### src/design/rarmt_pkg.sv
// ----------------------------------------------------------------------------
// rarmt_pkg
// Types, constants and arithmetic helpers for the range add / range min tree.
// ----------------------------------------------------------------------------
`timescale 1ns / 1ps

package rarmt_pkg;

    localparam int LEAF_COUNT_DEF = 1024;
    localparam int POS_W          = 11;
    localparam int VAL_W          = 64;
    localparam int IN_W           = 104;
    localparam int OUT_W          = 64;

    // Input item bit positions
    localparam int CMD_LSB  = 0;
    localparam int LO_LSB   = 2;
    localparam int HI_LSB   = 13;
    localparam int POS_LSB  = 24;
    localparam int AMT_LSB  = 35;

    localparam logic signed [VAL_W-1:0] VAL_MAX = 64'sh7FFF_FFFF_FFFF_FFFF;
    localparam logic signed [VAL_W-1:0] VAL_MIN = 64'sh8000_0000_0000_0000;

    typedef enum logic [1:0] {
        CMD_SET   = 2'd0,
        CMD_ADD   = 2'd1,
        CMD_QUERY = 2'd2,
        CMD_RSVD  = 2'd3
    } t_cmd_code;

    typedef enum logic [4:0] {
        ST_CLEAR, ST_IDLE, ST_DECODE,
        ST_PCHK, ST_P0, ST_P1, ST_P2, ST_P3, ST_P4, ST_PNEXT,
        ST_ACHK, ST_ARD, ST_AWR, ST_SETW,
        ST_UINIT, ST_UCHK, ST_U0, ST_U1, ST_U2, ST_UNEXT,
        ST_OUT
    } t_state;

    typedef enum logic [4:0] {
        DP_NOP, DP_CLR, DP_LOAD, DP_INIT,
        DP_P0, DP_P1, DP_P2, DP_P3, DP_P4, DP_NEXT1,
        DP_ACHK, DP_ARD, DP_AWR, DP_SET,
        DP_UINIT, DP_U0, DP_U1, DP_U2, DP_NEXT3
    } t_dp_op;

    typedef struct packed {
        t_dp_op op;
    } t_dp_cmd;

    typedef struct packed {
        logic clr_done;
        logic is_set;
        logic is_query;
        logic op_valid;
        logic need;
        logic last1;
        logic last3;
        logic p_zero;
        logic a_done;
        logic a_hit;
    } t_dp_status;

    function automatic logic signed [VAL_W-1:0] sat_add(
        input logic signed [VAL_W-1:0] a,
        input logic signed [VAL_W-1:0] b
    );
        logic signed [VAL_W:0] s;
        s = {a[VAL_W-1], a} + {b[VAL_W-1], b};
        if (s[VAL_W] != s[VAL_W-1]) begin
            sat_add = s[VAL_W] ? VAL_MIN : VAL_MAX;
        end else begin
            sat_add = s[VAL_W-1:0];
        end
    endfunction

    function automatic logic signed [VAL_W-1:0] min2(
        input logic signed [VAL_W-1:0] a,
        input logic signed [VAL_W-1:0] b
    );
        min2 = (a < b) ? a : b;
    endfunction

endpackage

### src/design/rarmt_ctrl.sv
// ----------------------------------------------------------------------------
// rarmt_ctrl
// Sequencer: clear pass, push-down, apply and update phases, result hand-off.
// ----------------------------------------------------------------------------
`timescale 1ns / 1ps

module rarmt_ctrl (
    input  logic                  i_clk,
    input  logic                  i_rst_n,
    input  logic                  i_s_tvalid,
    output logic                  o_s_tready,
    output logic                  o_m_tvalid,
    input  logic                  i_m_tready,
    input  rarmt_pkg::t_dp_status i_status,
    output rarmt_pkg::t_dp_cmd    o_cmd
);

    rarmt_pkg::t_state r_state;
    rarmt_pkg::t_state n_state;

    always_ff @(posedge i_clk) begin
        if (!i_rst_n) begin
            r_state <= rarmt_pkg::ST_CLEAR;
        end else begin
            r_state <= n_state;
        end
    end

    always_comb begin
        n_state    = r_state;
        o_cmd.op   = rarmt_pkg::DP_NOP;
        o_s_tready = 1'b0;
        o_m_tvalid = 1'b0;
        unique case (r_state)
            rarmt_pkg::ST_CLEAR: begin
                o_cmd.op = rarmt_pkg::DP_CLR;
                if (i_status.clr_done) n_state = rarmt_pkg::ST_IDLE;
            end
            rarmt_pkg::ST_IDLE: begin
                o_s_tready = 1'b1;
                if (i_s_tvalid) begin
                    o_cmd.op = rarmt_pkg::DP_LOAD;
                    n_state  = rarmt_pkg::ST_DECODE;
                end
            end
            rarmt_pkg::ST_DECODE: begin
                o_cmd.op = rarmt_pkg::DP_INIT;
                if (i_status.op_valid) n_state = rarmt_pkg::ST_PCHK;
                else if (i_status.is_query) n_state = rarmt_pkg::ST_OUT;
                else n_state = rarmt_pkg::ST_IDLE;
            end
            rarmt_pkg::ST_PCHK: begin
                n_state = i_status.need ? rarmt_pkg::ST_P0 : rarmt_pkg::ST_PNEXT;
            end
            rarmt_pkg::ST_P0: begin
                o_cmd.op = rarmt_pkg::DP_P0;
                n_state  = rarmt_pkg::ST_P1;
            end
            rarmt_pkg::ST_P1: begin
                o_cmd.op = rarmt_pkg::DP_P1;
                // nothing owed: skip the child writes
                n_state  = i_status.p_zero ? rarmt_pkg::ST_PNEXT : rarmt_pkg::ST_P2;
            end
            rarmt_pkg::ST_P2: begin
                o_cmd.op = rarmt_pkg::DP_P2;
                n_state  = rarmt_pkg::ST_P3;
            end
            rarmt_pkg::ST_P3: begin
                o_cmd.op = rarmt_pkg::DP_P3;
                n_state  = rarmt_pkg::ST_P4;
            end
            rarmt_pkg::ST_P4: begin
                o_cmd.op = rarmt_pkg::DP_P4;
                n_state  = rarmt_pkg::ST_PNEXT;
            end
            rarmt_pkg::ST_PNEXT: begin
                o_cmd.op = rarmt_pkg::DP_NEXT1;
                if (i_status.last1) begin
                    n_state = i_status.is_set ? rarmt_pkg::ST_SETW : rarmt_pkg::ST_ACHK;
                end else begin
                    n_state = rarmt_pkg::ST_PCHK;
                end
            end
            rarmt_pkg::ST_ACHK: begin
                o_cmd.op = rarmt_pkg::DP_ACHK;
                if (i_status.a_done) begin
                    n_state = i_status.is_query ? rarmt_pkg::ST_OUT : rarmt_pkg::ST_UINIT;
                end else if (i_status.a_hit) begin
                    n_state = rarmt_pkg::ST_ARD;
                end
            end
            rarmt_pkg::ST_ARD: begin
                o_cmd.op = rarmt_pkg::DP_ARD;
                n_state  = rarmt_pkg::ST_AWR;
            end
            rarmt_pkg::ST_AWR: begin
                o_cmd.op = rarmt_pkg::DP_AWR;
                n_state  = rarmt_pkg::ST_ACHK;
            end
            rarmt_pkg::ST_SETW: begin
                o_cmd.op = rarmt_pkg::DP_SET;
                n_state  = rarmt_pkg::ST_UINIT;
            end
            rarmt_pkg::ST_UINIT: begin
                o_cmd.op = rarmt_pkg::DP_UINIT;
                n_state  = rarmt_pkg::ST_UCHK;
            end
            rarmt_pkg::ST_UCHK: begin
                n_state = i_status.need ? rarmt_pkg::ST_U0 : rarmt_pkg::ST_UNEXT;
            end
            rarmt_pkg::ST_U0: begin
                o_cmd.op = rarmt_pkg::DP_U0;
                n_state  = rarmt_pkg::ST_U1;
            end
            rarmt_pkg::ST_U1: begin
                o_cmd.op = rarmt_pkg::DP_U1;
                n_state  = rarmt_pkg::ST_U2;
            end
            rarmt_pkg::ST_U2: begin
                o_cmd.op = rarmt_pkg::DP_U2;
                n_state  = rarmt_pkg::ST_UNEXT;
            end
            rarmt_pkg::ST_UNEXT: begin
                o_cmd.op = rarmt_pkg::DP_NEXT3;
                n_state  = i_status.last3 ? rarmt_pkg::ST_IDLE : rarmt_pkg::ST_UCHK;
            end
            rarmt_pkg::ST_OUT: begin
                o_m_tvalid = 1'b1;
                if (i_m_tready) n_state = rarmt_pkg::ST_IDLE;
            end
            default: begin
                n_state = rarmt_pkg::ST_IDLE;
            end
        endcase
    end

endmodule

### config.mk
export PLATFORM = sky130hd
export DESIGN_NAME = rarmt_ctrl
export DESIGN_NICKNAME = d
export VERILOG_FILES = /design/src/design/rarmt_pkg.sv /design/src/design/rarmt_ctrl.sv
export SDC_FILE = /design/constraint.sdc
export NUM_CORES = 1
export LEC_CHECK = 0
export ABC_CLOCK_PERIOD_IN_PS = 4100
export BUFFER_PORTS_ARGS = -buffer_cell sky130_fd_sc_hd__buf_2
export CORE_MARGIN = 2
export CORE_UTILIZATION = 56
export CTS_CLUSTER_SIZE = 20
export DETAILED_ROUTE_END_ITERATION = 8
export PLACE_DENSITY = 0.83
export SLEW_MARGIN = 5
export SYNTH_ARGS = -nofsm -noshare
export SYNTH_HDL_FRONTEND = slang
export SYNTH_SLANG_ARGS = --single-unit
### constraint.sdc
create_clock -name i_clk -period 4.1 [get_ports i_clk]
set_clock_uncertainty 0.2 [all_clocks]
set_input_delay 0.615 -clock i_clk [delete_from_list [all_inputs] [get_ports i_clk]]
set_output_delay 0.615 -clock i_clk [all_outputs]
set_load 0.02 [all_outputs]
* Word-level counts from Yosys, hierarchy flattened
Cells that the tools add are included.
** Operators by class
- Mux-type cells :: 19
- Reduce and logical (&&, ||, !) cells :: 2
- Equal/unequal tests :: 24
** Operator list (count)
- $pmux W5 S21 :: 1
- $pmux W5 S18 :: 1
- $eq A5 B4 Y1 const B :: 8
- $mux W5 :: 8
- $eq A5 B5 Y1 const B :: 5
- $eq A5 B3 Y1 const B :: 4
- $mux W4 :: 4
- $eq A5 B2 Y1 const B :: 2
- $ne A2 B2 Y1 const B :: 3
- $eq A5 B1 Y1 const B :: 1
- $logic_not A5 Y1 :: 1
- $mux W2 :: 2
- $reduce_and A4 Y1 :: 1
- $mux W3 :: 1
- $ne A3 B3 Y1 const B :: 1
- $mux W1 :: 2
** Storage, ports and cells
- Bits in registers :: 5
- Word-level logic and storage cells :: 46
- Output and inout bits :: 7
- Input bits :: 14

* Depth between registers and ports, before layout
- Depth after elaboration :: 3
- Depth in mapped cells :: 6
- Mapped depth without buffers :: 4

* Worst setup path after synthesis
Ideal clock, no wire load.
- Path kind :: input port to output port
- Start point :: in i_s_tvalid
- End point :: out o_cmd[1] (netlist name)
- Path buffers :: 0
- Data arrival time :: 1523 ps
- Stages :: 4
- Required time :: 3285 ps
- Setup slack :: 1762 ps
- Cells stage by stage :: or3b_1 -> a21oi_1 -> o21bai_1 -> o221ai_1
** RTL lines
- start: declaration :: RTL line rarmt_ctrl.sv:10 : input logic i_s_tvalid,
- end: declaration :: RTL line rarmt_ctrl.sv:15 : output rarmt_pkg::t_dp_cmd o_cmd

==> flow_summary_export.csv <==
group,metric,value,unit
outcome,outcome,"finished, final reports clean",
detailed_routing,vias,1000,
synth,syn-cell-area,864.6,µm²
final_layout,instances_no_fill,150,
cts,cts_root_buf,"clkbuf_4",
detailed_routing,wl_per_cell,14.69,µm
detailed_routing,met3_length,151,µm
global_route,grt-ovfl-total,0,
final_layout,area_delta_synth_final,6.947,%
critical_path,path_buf_inv,1,
global_route,grt_max_degree,27,
final_layout,fin_util,62.84,%
critical_path,cp_top_family,"flip-flops",
timing,slew_headroom,46.12,%
global_route,antenna_found_initial,0,
final_layout,final_area,924.6,µm²
detailed_routing,viasPerCell,6.667,
synth,ys_seq_area_share,11.58,%
place,post-dp-hpwl,1.608,mm
cts,ctsHoldBuffers,0,
synth,synth-seq-cells,5,
timing,fmax,355.8,MHz
run,max_cap_violations,0,
final_layout,mostFrequentLayoutCells,"buf_2 (20), a21oi_1 (13), nand2_1 (12), o21ai_0 (8), nand2b_1 (7)",
critical_path,cpPeakStageDelay,810,ps
timing,rsz0062_at_grt,"no",
place,gp_congestion,0.9268,
critical_path,critPathLaunchType,"register",
floorplan,initial_core_util,58.76,%
detailed_routing,met2RoutedLength,1.009,mm
global_route,grt_pass1_vias,819,
final_layout,diodes,0,
timing,fin_crit_sh,68.55,%
power,power_density,203.7,nW/µm²
final_layout,fill_cells,168,
final_layout,multiInputGateArea,670.6,µm²
synth,syn_area_per_cell,7.087,µm²
synth,synth_fp_nets,136,
timing,finalMaxSlewViolations,0,
detailed_routing,routedLengthMet1,1.027,mm
floorplan,pin_count,21,
critical_path,required,3280,ps
detailed_routing,top_layer_used,"met4",
critical_path,worstSetupEndpointType,"output port",
floorplan,die_h,43.29,µm
cts,clkLatencyLatePin,230,ps
final_layout,nNetsFinal,149,
cts,clk_pin_slew_worst_paths,40,ps
cts,clkSinkCount,5,
final_layout,drive_gt1_share,21.64,%
timing,period_minus_slack,2811,ps
floorplan,num_rows,14,
synth,synth_edf_count,0,
global_route,grt.total_usage,24.65,%
floorplan,die_w,43.29,µm
global_route,grt_pass1_wl,3.663,mm
place,place_area,898.4,µm²
detailed_routing,ant_nets,0,
final_layout,top_regs,"r_state: 5 flops",
critical_path,cp_data_arrival_time,2000,ps
final_layout,largest_reg_flops,5,
min_path,hold_class,"in -> reg",
final_layout,largest_register,"r_state",
detailed_routing,drt_iter0_markers,48,
timing,worstMarginPinSlew,807.1,ps
timing,finalSetupViolCount,0,
timing,hold_viol,0,
floorplan,core_area,1471,µm²
critical_path,cp_slowest_cell,"dfxtp_1",
synth,async_reset_ff_share,0,%
timing,totalNegativeSetupSlack,0,ps
detailed_routing,routed_wl,2.203,mm
cts,numCtsBuffers,3,
synth,ys.flop_type,"dfxtp_1",
cts,cts_tree,"built",
synth,synth_cell_types,47,
detailed_routing,drc_errors,0,
place,numPortBuffers,20,
final_layout,regArea,100.1,µm²
cts,clockBufferDepth,2,
critical_path,cp_cell_sequence,"nor2b_1 -> and2_1 -> o21bai_1 -> o221ai_1 -> buf_2",
detailed_routing,firstDrtPassIters,4,
power,p_leak,0.0003714,µW
cts,postCtsSetupBuffers,0,
cts,htreeDepth,1,
floorplan,die-area,1874,µm²
power,vdd_drop_max,0.1955,mV
cts,cts_resized,0,
place,dp_cells,146,
synth,synthCells,122,
final_layout,final_common_cell,"buf_2",
critical_path,critPathMaxFanout,25,
synth,yosysWarnings,0,
critical_path,critical_path_class,"reg -> out",
==> power breakdown <==
part / leakage, µW / internal [µW] / switching, µW / total [µW]
clock network: 0.0000150 / 36.7 / 18.5 / 55.1
registers: 0.0000406 / 51.4 / 14.9 / 66.3
logic: 0.000316 / 30.3 / 36.5 / 66.9
==> final timing paths <==
kind	from	endpoint	slack, ps	cells after the start
setup / recovery	r_state[4]	o_cmd[1]	1290	5
hold / removal	i_rst_n	r_state[3]	460	2
setup reg to reg	r_state[2]	r_state[0]	1940	4
hold reg to reg	r_state[0]	r_state[0]	690	2
==> per-layer routing <==
metal	up-vias	GRT usage [%]
met5	-	0
met4	0	4.242
met3	4	2.553
met2	49	38.21
met1	461	36.83
li1	486	-
==> final cells by class <==
class / instances / share of cell area [%]
Multi-Input combinational cell: 103 / 72.53
Sequential cell: 5 / 10.83
Clock buffer: 4 / 2.842
Timing Repair Buffer: 20 / 10.83
Tap cell: 16 / 2.165
Inverter: 2 / 0.8119
==> Yosys cell counts, types with 3 or more instances <==
cell type | n | area share [%]
a21oi_1 | 13 | 7.5
nand2_1 | 12 | 5.2
o21ai_0 | 8 | 4.6
nand2b_1 | 7 | 5.1
buf_2 | 6 | 3.5
dfxtp_1 | 5 | 12
nand3_1 | 5 | 2.9
nor2_1 | 5 | 2.2
nor2b_1 | 5 | 3.6
o31a_1 | 4 | 4.1
buf_4 | 3 | 2.6
buf_6 | 3 | 3.9
o41a_1 | 3 | 3.9
==> cells by family after synthesis <==
group                  after synthesis  share of synthesized area (%)
AND/OR/NAND/NOR                     55                          38.50
XOR/XNOR                             1                          1.013
flip-flops                           5                          11.58
AO/OA/AOI/OAI                       47                          38.06
buffers and inverters               14                          10.85
==> per-stage QoR <==
step                hold WS (ps)  setup WS, ps  power [µW]
global placement           680.4          1686       132.2
floorplan                  535.5          1762       115.0
CTS                        460.0          1334       189.1
finish                     464.0          1289       188.4
detailed placement         676.3          1595       133.1
global route               451.4          1154       205.1
Note: power is estimated with default switching activity, not from simulation.
